===== src/hdl/tpd_pkg.sv =====
// ----------------------------------------------------------------------------
// tpd_pkg
// Shared codes, constants and types of the touchpad packet decoder.
// ----------------------------------------------------------------------------
package tpd_pkg;

   // register indexes on the csr port
   localparam logic [1:0] REG_MODE      = 2'd0;
   localparam logic [1:0] REG_THRESHOLD = 2'd1;
   localparam logic [1:0] REG_INVERT_Y  = 2'd2;

   // packet_mode codes
   localparam logic [1:0] MODE_OFF = 2'd0;
   localparam logic [1:0] MODE_REL = 2'd1;
   localparam logic [1:0] MODE_ABS = 2'd2;

   // request action codes
   localparam logic [1:0] ACT_BYTE   = 2'd0;
   localparam logic [1:0] ACT_ERROR  = 2'd1;
   localparam logic [1:0] ACT_REPORT = 2'd2;

   // result kinds
   localparam logic KIND_REPORT = 1'b0;
   localparam logic KIND_GUEST  = 1'b1;

   // packet framing
   localparam logic [2:0] REL_BYTES = 3'd3;
   localparam logic [2:0] ABS_BYTES = 3'd6;
   localparam logic [7:0] ABS_HEAD_MASK  = 8'hC8;
   localparam logic [7:0] ABS_HEAD0      = 8'h80;
   localparam logic [7:0] ABS_HEAD3      = 8'hC0;
   localparam logic [3:0] W_PASS_THROUGH = 4'd3;

   // reset values
   localparam logic [7:0] THRESHOLD_RESET = 8'd30;

   // motion scaling
   localparam int MOTION_DIVISOR_DEFAULT = 8;

   // one result item
   typedef struct packed {
      logic               result_kind;
      logic [2:0]         button_bits;
      logic signed [7:0]  report_x;
      logic signed [7:0]  report_y;
      logic [7:0]         guest_first;
      logic [7:0]         guest_second;
      logic [7:0]         guest_third;
      logic [15:0]        resync_count;
      logic [15:0]        touch_count;
      logic [15:0]        guest_count;
   } result_type;

   // clamp a widened sum to +-127
   function automatic logic signed [7:0] sat127(input logic signed [14:0] v);
      logic signed [7:0] r;
      if (v > 15'sd127) begin
         r = 8'sd127;
      end else if (v < -15'sd127) begin
         r = -8'sd127;
      end else begin
         r = v[7:0];
      end
      return r;
   endfunction

endpackage


===== src/hdl/touchpad_packet_decoder.sv =====
// ----------------------------------------------------------------------------
// touchpad_packet_decoder
// PS/2 touchpad byte assembler with relative and absolute packet decoding.
// ----------------------------------------------------------------------------
// Usage:
//   req channel carries one item per cycle while req_stall is low: a received
//   byte, a receive error or a take-report request. rsp channel carries the
//   accumulated report (answer to take-report) and pass-through guest frames.
//   An item is taken at an edge with req_valid high and req_stall low; its
//   whole decode (packet check, W split, delta scaling, saturating sums) is
//   done in that cycle, and its result, if any, shows on rsp the next cycle
//   when the output queue is empty.
//   Throughput is one item per cycle while req_stall is low. A two-entry
//   output queue (result register plus skid register) lets a new item in
//   while a result waits; req_stall is high while both entries hold results,
//   so it drops in the cycle after rsp takes one. Motion divide by
//   MOTION_DIVISOR is a 13 by 21 bit reciprocal multiply. Reset (synchronous,
//   active high) clears the packet fill, finger state, sums and counters,
//   sets packet_mode to off and touch_threshold to 30, and empties the output
//   queue. Registers sit on an APB-style port at byte addresses 0, 4 and 8,
//   written by the user only while the block is idle; not enforced.
// ----------------------------------------------------------------------------
module touchpad_packet_decoder #(
   parameter int MOTION_DIVISOR = tpd_pkg::MOTION_DIVISOR_DEFAULT
) (
   input  logic               clock,
   input  logic               reset,
   // request channel
   input  logic               req_valid,
   output logic               req_stall,
   input  logic [1:0]         req_action,
   input  logic [7:0]         req_data_byte,
   // result channel
   output logic               rsp_valid,
   input  logic               rsp_stall,
   output logic               rsp_result_kind,
   output logic [2:0]         rsp_button_bits,
   output logic signed [7:0]  rsp_report_x,
   output logic signed [7:0]  rsp_report_y,
   output logic [7:0]         rsp_guest_first,
   output logic [7:0]         rsp_guest_second,
   output logic [7:0]         rsp_guest_third,
   output logic [15:0]        rsp_resync_count,
   output logic [15:0]        rsp_touch_count,
   output logic [15:0]        rsp_guest_count,
   // configuration port
   input  logic               psel,
   input  logic               penable,
   input  logic               pwrite,
   input  logic [3:0]         paddr,
   input  logic [31:0]        pwdata,
   output logic [31:0]        prdata,
   output logic               pready
);
   import tpd_pkg::*;

   // reciprocal for the motion divide, exact for magnitudes below 2**13
   localparam int RECIP_SHIFT = 20;
   localparam logic [20:0] RECIP = 21'((2**RECIP_SHIFT + MOTION_DIVISOR - 1) / MOTION_DIVISOR);

   // signed divide truncated toward zero
   function automatic logic signed [13:0] div_motion(input logic signed [13:0] v);
      logic [13:0] mag;
      logic [33:0] prod;
      logic [12:0] q;
      mag  = v[13] ? 14'(-v) : 14'(v);
      prod = 34'(mag[12:0]) * 34'(RECIP);
      q    = prod[RECIP_SHIFT +: 13];
      return v[13] ? -$signed({1'b0, q}) : $signed({1'b0, q});
   endfunction

   // configuration registers
   logic [1:0]         mode_ff, mode_in;
   logic [7:0]         thresh_ff, thresh_in;
   logic               invert_ff, invert_in;

   // decoder state
   logic [7:0]         bytes_ff [6];
   logic [7:0]         bytes_in [6];
   logic [2:0]         fill_ff, fill_in;
   logic               finger_ff, finger_in;
   logic [12:0]        prev_x_ff, prev_x_in;
   logic [12:0]        prev_y_ff, prev_y_in;
   logic signed [7:0]  sum_x_ff, sum_x_in;
   logic signed [7:0]  sum_y_ff, sum_y_in;
   logic [2:0]         sum_btn_ff, sum_btn_in;
   logic [15:0]        resync_ff, resync_in;
   logic [15:0]        touch_ff, touch_in;
   logic [15:0]        guest_ff, guest_in;

   // output queue
   logic               out_valid_ff, out_valid_in;
   result_type         out_ff, out_in;
   logic               skid_valid_ff, skid_valid_in;
   result_type         skid_ff, skid_in;

   logic               accept;
   logic               cfg_write;
   logic               push;
   logic               pop;
   result_type         res;
   logic [2:0]         want;
   logic [2:0]         fill_eff;
   logic               full;
   logic [7:0]         pkt [6];
   logic               abs_ok;
   logic [3:0]         w_val;
   logic [12:0]        x_abs, y_abs;
   logic signed [13:0] diff_x, diff_y;
   logic signed [13:0] dx_f, dy_q, dy_f;
   logic signed [8:0]  rel_dx, rel_dy;
   logic               touching;

   // handshakes
   assign accept    = req_valid & ~req_stall;
   assign req_stall = skid_valid_ff;
   assign pop       = out_valid_ff & ~rsp_stall;
   assign pready    = 1'b1;
   assign cfg_write = psel & penable & pwrite & pready;

   // register readback
   always_comb begin
      prdata = '0;
      case (paddr[3:2])
         REG_MODE:      prdata = 32'(mode_ff);
         REG_THRESHOLD: prdata = 32'(thresh_ff);
         REG_INVERT_Y:  prdata = 32'(invert_ff);
         default:       prdata = '0;
      endcase
   end

   // packet as it stands with the new byte written in
   assign want     = (mode_ff == MODE_ABS) ? ABS_BYTES : REL_BYTES;
   assign fill_eff = (fill_ff >= want) ? 3'd0 : fill_ff;
   assign full     = (fill_eff == want - 3'd1);
   always_comb begin
      for (int i = 0; i < 6; i++) begin
         pkt[i] = (fill_eff == 3'(i)) ? req_data_byte : bytes_ff[i];
      end
   end

   // absolute frame fields
   assign abs_ok = ((pkt[0] & ABS_HEAD_MASK) == ABS_HEAD0) &&
                   ((pkt[3] & ABS_HEAD_MASK) == ABS_HEAD3);
   assign w_val  = {pkt[0][5:4], pkt[0][2], pkt[3][2]};
   assign x_abs  = {pkt[3][4], pkt[1][3:0], pkt[4]};
   assign y_abs  = {pkt[3][5], pkt[1][7:4], pkt[5]};
   assign touching = pkt[2] > thresh_ff;

   // scaled finger motion
   assign diff_x = $signed({1'b0, x_abs}) - $signed({1'b0, prev_x_ff});
   assign diff_y = $signed({1'b0, prev_y_ff}) - $signed({1'b0, y_abs});
   assign dx_f   = div_motion(diff_x);
   assign dy_q   = div_motion(diff_y);
   assign dy_f   = invert_ff ? -dy_q : dy_q;

   // relative frame motion, 9-bit signed
   assign rel_dx = $signed({pkt[0][4], pkt[1]});
   assign rel_dy = $signed({pkt[0][5], pkt[2]});

   // next state of registers and decoder
   always_comb begin
      mode_in    = mode_ff;
      thresh_in  = thresh_ff;
      invert_in  = invert_ff;
      bytes_in   = bytes_ff;
      fill_in    = fill_ff;
      finger_in  = finger_ff;
      prev_x_in  = prev_x_ff;
      prev_y_in  = prev_y_ff;
      sum_x_in   = sum_x_ff;
      sum_y_in   = sum_y_ff;
      sum_btn_in = sum_btn_ff;
      resync_in  = resync_ff;
      touch_in   = touch_ff;
      guest_in   = guest_ff;
      push       = 1'b0;
      res        = '0;

      // configuration write
      if (cfg_write) begin
         case (paddr[3:2])
            REG_MODE: begin
               mode_in = pwdata[1:0];
               fill_in = 3'd0;
            end
            REG_THRESHOLD: thresh_in = pwdata[7:0];
            REG_INVERT_Y:  invert_in = pwdata[0];
            default: ;
         endcase
      end

      // one request item
      if (accept) begin
         case (req_action)
            ACT_ERROR: begin
               fill_in = 3'd0;
            end
            ACT_REPORT: begin
               push            = 1'b1;
               res.result_kind = KIND_REPORT;
               res.button_bits = sum_btn_ff;
               res.report_x    = sum_x_ff;
               res.report_y    = sum_y_ff;
               sum_x_in        = '0;
               sum_y_in        = '0;
               sum_btn_in      = '0;
            end
            ACT_BYTE: begin
               if (mode_ff == MODE_REL || mode_ff == MODE_ABS) begin
                  bytes_in = pkt;
                  fill_in  = fill_eff + 3'd1;
                  if (full && mode_ff == MODE_ABS) begin
                     if (!abs_ok) begin
                        // drop first byte and resync
                        for (int i = 0; i < 5; i++) begin
                           bytes_in[i] = pkt[i + 1];
                        end
                        fill_in   = 3'd5;
                        resync_in = resync_ff + 16'd1;
                     end else if (w_val == W_PASS_THROUGH) begin
                        fill_in          = 3'd0;
                        guest_in         = guest_ff + 16'd1;
                        push             = 1'b1;
                        res.result_kind  = KIND_GUEST;
                        res.guest_first  = pkt[1];
                        res.guest_second = pkt[4];
                        res.guest_third  = pkt[5];
                     end else begin
                        // finger frame
                        fill_in    = 3'd0;
                        touch_in   = touch_ff + 16'd1;
                        sum_btn_in = sum_btn_ff | {1'b0, pkt[0][1:0]};
                        if (touching) begin
                           if (finger_ff) begin
                              sum_x_in = sat127(15'(sum_x_ff) + 15'(dx_f));
                              sum_y_in = sat127(15'(sum_y_ff) + 15'(dy_f));
                           end
                           finger_in = 1'b1;
                           prev_x_in = x_abs;
                           prev_y_in = y_abs;
                        end else begin
                           finger_in = 1'b0;
                        end
                     end
                  end else if (full) begin
                     if (!pkt[0][3]) begin
                        bytes_in[0] = pkt[1];
                        bytes_in[1] = pkt[2];
                        fill_in     = 3'd2;
                        resync_in   = resync_ff + 16'd1;
                     end else begin
                        fill_in    = 3'd0;
                        sum_btn_in = sum_btn_ff | pkt[0][2:0];
                        sum_x_in   = sat127(15'(sum_x_ff) + 15'(rel_dx));
                        sum_y_in   = sat127(15'(sum_y_ff) - 15'(rel_dy));
                     end
                  end
               end
            end
            default: ;
         endcase
      end

      // counters as left by this item
      res.resync_count = resync_in;
      res.touch_count  = touch_in;
      res.guest_count  = guest_in;
   end

   // output queue: result register fed from skid or new result
   always_comb begin
      out_valid_in  = out_valid_ff;
      out_in        = out_ff;
      skid_valid_in = skid_valid_ff;
      skid_in       = skid_ff;
      if (pop) begin
         out_valid_in  = skid_valid_ff;
         out_in        = skid_ff;
         skid_valid_in = 1'b0;
      end
      if (push) begin
         if (!out_valid_in) begin
            out_valid_in = 1'b1;
            out_in       = res;
         end else begin
            skid_valid_in = 1'b1;
            skid_in       = res;
         end
      end
   end

   // control and state registers
   always_ff @(posedge clock) begin
      if (reset) begin
         mode_ff       <= MODE_OFF;
         thresh_ff     <= THRESHOLD_RESET;
         invert_ff     <= 1'b0;
         fill_ff       <= 3'd0;
         finger_ff     <= 1'b0;
         prev_x_ff     <= '0;
         prev_y_ff     <= '0;
         sum_x_ff      <= '0;
         sum_y_ff      <= '0;
         sum_btn_ff    <= '0;
         resync_ff     <= '0;
         touch_ff      <= '0;
         guest_ff      <= '0;
         out_valid_ff  <= 1'b0;
         skid_valid_ff <= 1'b0;
      end else begin
         mode_ff       <= mode_in;
         thresh_ff     <= thresh_in;
         invert_ff     <= invert_in;
         fill_ff       <= fill_in;
         finger_ff     <= finger_in;
         prev_x_ff     <= prev_x_in;
         prev_y_ff     <= prev_y_in;
         sum_x_ff      <= sum_x_in;
         sum_y_ff      <= sum_y_in;
         sum_btn_ff    <= sum_btn_in;
         resync_ff     <= resync_in;
         touch_ff      <= touch_in;
         guest_ff      <= guest_in;
         out_valid_ff  <= out_valid_in;
         skid_valid_ff <= skid_valid_in;
      end
   end

   // payload registers
   always_ff @(posedge clock) begin
      bytes_ff <= bytes_in;
      out_ff   <= out_in;
      skid_ff  <= skid_in;
   end

   // result ports
   assign rsp_valid        = out_valid_ff;
   assign rsp_result_kind  = out_ff.result_kind;
   assign rsp_button_bits  = out_ff.button_bits;
   assign rsp_report_x     = out_ff.report_x;
   assign rsp_report_y     = out_ff.report_y;
   assign rsp_guest_first  = out_ff.guest_first;
   assign rsp_guest_second = out_ff.guest_second;
   assign rsp_guest_third  = out_ff.guest_third;
   assign rsp_resync_count = out_ff.resync_count;
   assign rsp_touch_count  = out_ff.touch_count;
   assign rsp_guest_count  = out_ff.guest_count;

endmodule

===== config.mk =====
export PLATFORM = sky130hd
export DESIGN_NAME = touchpad_packet_decoder
export DESIGN_NICKNAME = d
export VERILOG_FILES = /design/src/hdl/tpd_pkg.sv /design/src/hdl/touchpad_packet_decoder.sv
export SDC_FILE = /design/constraint.sdc
export NUM_CORES = 1
export LEC_CHECK = 0
export ABC_AREA = 1
export BUFFER_PORTS_ARGS = -buffer_cell sky130_fd_sc_hd__buf_2
export CAP_MARGIN = 5
export CORE_ASPECT_RATIO = 1.2
export CORE_MARGIN = 10
export CORE_UTILIZATION = 30
export DETAILED_ROUTE_END_ITERATION = 6
export PLACE_DENSITY_LB_ADDON = 0.08
export SYNTH_ARGS = -nofsm -noshare
export SYNTH_HDL_FRONTEND = slang
export SYNTH_SLANG_ARGS = --single-unit

===== constraint.sdc =====
create_clock -name clock -period 11.75 [get_ports clock]
set_clock_uncertainty 0.1 [all_clocks]
set_input_delay 2.35 -clock clock [delete_from_list [all_inputs] [get_ports clock]]
set_output_delay 2.35 -clock clock [all_outputs]
set_load 0.02 [all_outputs]

## Word level (Yosys, flattened, before mapping)

Index checks and enable logic that the tools add are counted.

- Mux-type cells: 103
- Equal/unequal tests: 22
- Bitwise gates (word level): 9
- Add/subtract/negate cells: 16
- Reduce and logical (&&, ||, !) cells: 16
- $lt $le $gt $ge: 10

Operators with widths:

| cell | number |
|---|---|
| $mux W16 | 22 |
| $mux W92 | 3 |
| $mux W8 | 30 |
| $mux W24 | 6 |
| $add A16 B1 Y16 const B | 3 |
| $mux W3 | 15 |
| $mux W44 | 1 |
| $mux W14 | 3 |
| $mux W40 | 1 |
| $pmux W8 S2 | 2 |
| $add A8 B14 Y15 | 2 |
| $gt A15 B8 Y1 const B | 2 |
| $lt A15 B8 Y1 const B | 2 |
| $neg A10 Y14 | 2 |
| $sub A13 B13 Y14 | 2 |
| $mux W13 | 2 |
| $neg A13 Y13 | 2 |
| $pmux W8 S3 | 1 |
| $gt A10 B8 Y1 const B | 2 |
| $lt A10 B8 Y1 const B | 2 |
| $mux W19 | 1 |
| $ne A3 B3 Y1 const B | 6 |
| $neg A14 Y14 | 1 |
| $reduce_and A7 Y1 | 2 |
| 31 further kinds | 61 |

- Register bits: 342
- Word-level logic and storage cells: 217
- Input port bits: 53
- Output and inout bits: 127

## Depth between registers and ports, before layout

- Word-level depth: 24
- Gate-level depth with buffers: 61

## Worst setup path after synthesis

No wires, ideal clock.

- Path type: in2reg
- Start point: input req_data_byte[7]
- End point: register skid_ff[0] (netlist bit), enable pin
- Slack: 3667 ps
- Stages: 12
- Required time: 11105 ps
- Setup time: 545 ps
- Arrival: 7438 ps
- Cells stage by stage: inv_1 -> o21ai_0 -> nand4_1 -> nor2_2 -> inv_2 -> nor2_1 -> inv_1 -> nor2_1 -> nand2_1 -> nand2_1 -> nand3_2 -> nor2_1

- Cells in the longest elaborated chain, start to end: 9
- Elaborated cells on any way between the ends: 11

Ends and longest elaborated chain:

| item | RTL line | RTL |
|---|---|---|
| start: declaration | touchpad_packet_decoder.sv:32 | `input logic [7:0] req_data_byte,` |
| $mux W8 | touchpad_packet_decoder.sv:138 | `pkt[i] = (fill_eff == 3'(i)) ? req_data_byte : bytes_ff[i];` |
| $eq A3 B3 Y1, on equally long branches | touchpad_packet_decoder.sv:143, touchpad_packet_decoder.sv:144 |  |
| $logic_and A1 B1 Y1 (*) | touchpad_packet_decoder.sv:143 | `assign abs_ok = ((pkt[0] & ABS_HEAD_MASK) == ABS_HEAD0) &&` |
| $mux W1 (*) | touchpad_packet_decoder.sv:214 | `if (!abs_ok) begin` |
| $mux W1 (*) | touchpad_packet_decoder.sv:213 | `if (full && mode_ff == MODE_ABS) begin` |
| $mux W1 (*) | touchpad_packet_decoder.sv:210 | `if (mode_ff == MODE_REL \|\| mode_ff == MODE_ABS) begin` |
| $pmux W1 S2 (*) | touchpad_packet_decoder.sv:195 | `case (req_action)` |
| $mux W1 (*) | touchpad_packet_decoder.sv:194 | `if (accept) begin` |
| $reduce_and A2 Y1 (no line) (*) | -- |  |
| end signal: assignment | touchpad_packet_decoder.sv:334 | `skid_ff <= skid_in;` |
| end: declaration | touchpad_packet_decoder.sv:95 | `result_type skid_ff, skid_in;` |

Mark *: on every way between the ends. The rest lies on a longest branch, timed or not.
A chain may end at the register's enable or synchronous reset.

## Worst setup path after layout

- Start point: register mode_ff[0]
- End point: register sum_y_ff[4]

- Cells in the longest elaborated chain, start to end: 24
- Elaborated cells on any way between the ends: 58

Ends and longest elaborated chain:

| item | RTL line | RTL |
|---|---|---|
| start: declaration | touchpad_packet_decoder.sv:73 | `logic [1:0] mode_ff, mode_in;` |
| start signal: assignment | touchpad_packet_decoder.sv:312 | `mode_ff <= mode_in;` |
| $eq A2 B2 Y1 | touchpad_packet_decoder.sv:133, touchpad_packet_decoder.sv:210, touchpad_packet_decoder.sv:213 |  |
| $mux W3 | touchpad_packet_decoder.sv:133 | `assign want = (mode_ff == MODE_ABS) ? ABS_BYTES : REL_BYTES;` |
| $ge A3 B3 Y1 | touchpad_packet_decoder.sv:134 | `assign fill_eff = (fill_ff >= want) ? 3'd0 : fill_ff;` |
| $mux W3 | touchpad_packet_decoder.sv:134 |  |
| $eq A3 B3 Y1, or another cell as far along | touchpad_packet_decoder.sv:138 |  |
| $mux W8 | touchpad_packet_decoder.sv:138 |  |
| $sub A13 B13 Y14 | touchpad_packet_decoder.sv:152 | `assign diff_y = $signed({1'b0, prev_y_ff}) - $signed({1'b0, y_abs});` |
| $neg A13 Y13 | touchpad_packet_decoder.sv:66 | `mag = v[13] ? 14'(-v) : 14'(v);` |
| [8 not listed] | -- |  |
| $mux W8 | tpd_pkg.sv:57 | `if (v > 15'sd127) begin` |
| $mux W8 | touchpad_packet_decoder.sv:235 | `if (finger_ff) begin` |
| $mux W8 | touchpad_packet_decoder.sv:234 | `if (touching) begin` |
| $mux W8 | touchpad_packet_decoder.sv:221 | `end else if (w_val == W_PASS_THROUGH) begin` |
| $mux W8 | touchpad_packet_decoder.sv:214 |  |
| $mux W8 | touchpad_packet_decoder.sv:213 |  |
| $mux W8 | touchpad_packet_decoder.sv:210 |  |
| $pmux W8 S2 | touchpad_packet_decoder.sv:195 |  |
| end signal: assignment | touchpad_packet_decoder.sv:320 | `sum_y_ff <= sum_y_in;` |
| end: declaration | touchpad_packet_decoder.sv:85 | `logic signed [7:0] sum_y_ff, sum_y_in;` |

Parallel ways exist; a longest one is shown, timed or not. The select of a mux whose other input is x is not followed.

==> run_results.csv <==
group,metric,value,unit
status,status,"complete, no violations",
yosys,synth_async_sr_flop_share,0,%
global_route,antenna_found_initial,1,
clocking,clock_tree.htree_level_count,2,
sta,hold_ws,0.3648,ns
yosys,synth_area_leaders,"edfxtp_1 21%, dfxtp_1 20%, nand2_1 9.6%",
yosys,seq_area_frac_synth,41.06,%
yosys,ys_warn_count,0,
floorplan,dieArea,77740,um^2
global_route,grt_max_degree,89,
yosys,synth_ff_type,"dfxtp_1",
worst_setup_path,crit_type,"register to register",
clocking,clock_sinks,342,
yosys,synth_seq_cells,342,
floorplan,row_count,103,
global_route,grt.overflow.total,0,
clocking,cts.path.max_buffers,3,
worst_setup_path,cp_common_cell,"nand2_1",
placement,gp_congestion,0.8390,
yosys,yosysTopAreaCellShare,20.93,%
worst_setup_path,crit_path_max_incr_delay,0.92,ns
yosys,syn_inst,2580,
worst_setup_path,critPathMaxFanout,32,
yosys,syn_avg_cell_area,7.785,um^2
cells_and_area,antenna_cells,0,
sta,fmax,111.2,MHz
sta,period_share,76.55,%
cells_and_area,nNetsFinal,2845,
worst_setup_path,rr_worst_depth,49,
cells_and_area,drive_gt1_share,11.99,%
floorplan,ios,180,
run,maxCapViolCount,0,
clocking,clkTransAtPathRegs,0.06,ns
floorplan,fp.coreArea,66110,um^2
global_route,grt_pass1_wl,93.83,mm
detailed_routing,postRouteAntennaNets,0,
detailed_routing,drc,0,
sta,finalHoldViolCount,0,
sta,grt_setup_unrepaired,"no",
worst_setup_path,worstPathArrival,9.37,ns
detailed_routing,wirelength,59.63,mm
clocking,ctsRootBufferMaster,"clkbuf_16",
sta,fin_crit,8.995,ns
worst_setup_path,required,12.13,ns
yosys,synth_edf_count,140,
clocking,cts_buffers,41,
sta,tightest_slew,1.158,ns
cells_and_area,synthToLayoutAreaGrowth,14.50,%
power_and_ir_drop,power_density,129.7,nW/um^2
floorplan,die_w,256.2,um
worst_setup_path,end_kind,"register",
power_and_ir_drop,max-vdd-ir-drop,0.08878,mV
sta,final-setup-viol-count,0,
min_path,hold_depth,2,
detailed_routing,routed_via_density,4.658,
clocking,cts_hold_buf,0,
sta,tns,0,ns
yosys,synth_cell_types,63,
placement,port_buffers,128,
detailed_routing,vias,16860,
clocking,postCtsSetupBuffers,0,
sta,drv_slew,0,
worst_setup_path,cp_slowest_cell,"o41ai_1",
yosys,syn_area,20090,um^2
power_and_ir_drop,power.leakage,10.26,nW
global_route,grt_pass1_vias,16450,
global_route,grtUsageTotal,15.05,%
detailed_routing,routedWlPerCell,16.48,um
placement,hpwl,43.50,mm
floorplan,die_y,303.4,um
yosys,yosysTopAreaCell,"edfxtp_1",
detailed_routing,dr.pass1.iters,5,
clocking,cts_resized,0,
detailed_routing,drt_iter0_drc,842,
clocking,cts_tree,"done",
sta,relSlewSlack,22.59,%
floorplan,start_util,30.38,%
clocking,clk-insertion-delay-late,0.57,ns
worst_setup_path,start_kind,"register",
min_path,hp-class,"register to register",
## critical path: cells and delay by family (launching register included)
family | cells | cell delay [ns]
AND/OR/NAND/NOR | 20 | 2.52
AO/OA/AOI/OAI | 11 | 2.71
flip-flops | 1 | 0.30
buffers and inverters | 9 | 1.10
adder cells (fa/ha/maj) | 7 | 1.92
XOR/XNOR | 2 | 0.27
## metrics by stage
stage | area (um^2) | setup WS (ns) | util, % | total power, W | instances
finish | 23000 | 2.755 | 34.79 | 0.002983 | 3619
CTS | 23000 | 2.738 | 34.79 | 0.003047 | 3619
global route | 23000 | 1.671 | 34.79 | 0.003128 | 3619
detailed placement | 21620 | 2.464 | 32.70 | 0.001703 | 3545
floorplan | 20170 | 3.667 | - | 0.001580 | 2603
global placement | 21620 | 2.558 | 32.70 | 0.001701 | 3545
## worst paths after layout
path	startpoint	to	slack [ns]
min reg2reg	sum_btn_ff[2]	sum_btn_ff[2]	0.36
max	mode_ff[0]	sum_y_ff[4]	2.76
min	sum_btn_ff[2]	sum_btn_ff[2]	0.36
max reg2reg	mode_ff[0]	sum_y_ff[4]	2.76
## state kept, by name (all words and copies together), names as in the netlist, 13 cells and up
signal            flops
skid_ff              92
bytes_ff             48
guest_ff             16
resync_ff            16
rsp_guest_count      16
rsp_resync_count     16
rsp_touch_count      16
touch_ff             16
prev_x_ff            13
prev_y_ff            13
## per-layer routing
layer,part of all wire [%],global-route usage (%)
met1,46,18.78
met2,47,26.28
met3,4.1,2.685
met4,2.5,4.155
met5,0.020,0
## final cells by class
| type | instances | area (um^2) |
|---|---|---|
| clock buffer | 58 | 1161 |
| clock inverter | 16 | 216.5 |
| fill | 7082 | 43110 |
| inverter | 365 | 1376 |
| multi-input combinational | 1790 | 10030 |
| sequential | 342 | 8249 |
| tap | 892 | 1116 |
| timing repair buffer | 156 | 850.8 |
## placed cells by master, fill, tap and decap left out, drive strengths merged, types with 2 or more instances in the layout
master,Yosys,routed
xor2,75,75
o31ai,3,3
nand4,29,29
nand2,549,549
conb,2,25
o221ai,7,7
a31oi,48,48
and2,2,2
nand3,162,162
nand3b,9,9
clkinvlp,0,4
nor4,11,11
o21ai,207,207
o21bai,14,14
fa,5,5
xnor2,32,32
clkinv,7,14
edfxtp,140,140
inv,358,359
or2,2,2
o21a,4,4
clkbuf,67,58
buf,39,156
dfxtp,202,202
bufinv,0,4
o211ai,10,10
a211oi,2,2
o22ai,4,4
mux2i,49,49
nor3,29,29
a21boi,2,2
a21oi,140,140
a21o,5,5
nor2,265,265
ha,91,91
## where the power goes
group          switching [W]  internal, W  leakage, nW
Clock               0.000531     0.000781        0.659
Combinational       0.000235     0.000116         6.77
Sequential         0.0000337      0.00129         2.83
Total               0.000800      0.00218         10.3
## logic make-up after synthesis
kind of cell / Yosys count / synth area share (%)
AO/OA/AOI/OAI: 452 / 12.42
XOR/XNOR: 107 / 4.666
adder cells (fa/ha/maj): 96 / 6.167
buffers and inverters: 471 / 9.556
flip-flops: 342 / 41.06
multiplexers: 49 / 2.442
other: 2 / 0.03739
AND/OR/NAND/NOR: 1061 / 23.65
## cell usage after synthesis, drive strengths merged, types with 9 or more instances
library cell    n
nand2         549
inv           358
nor2          265
o21ai         207
dfxtp         202
nand3         162
a21oi         140
edfxtp        140
ha             91
xor2           75
clkbuf         67
mux2i          49
a31oi          48
buf            39
xnor2          32
nand4          29
nor3           29
o21bai         14
nor4           11
o211ai         10
nand3b          9
Power figures use the tool's default switching activity.
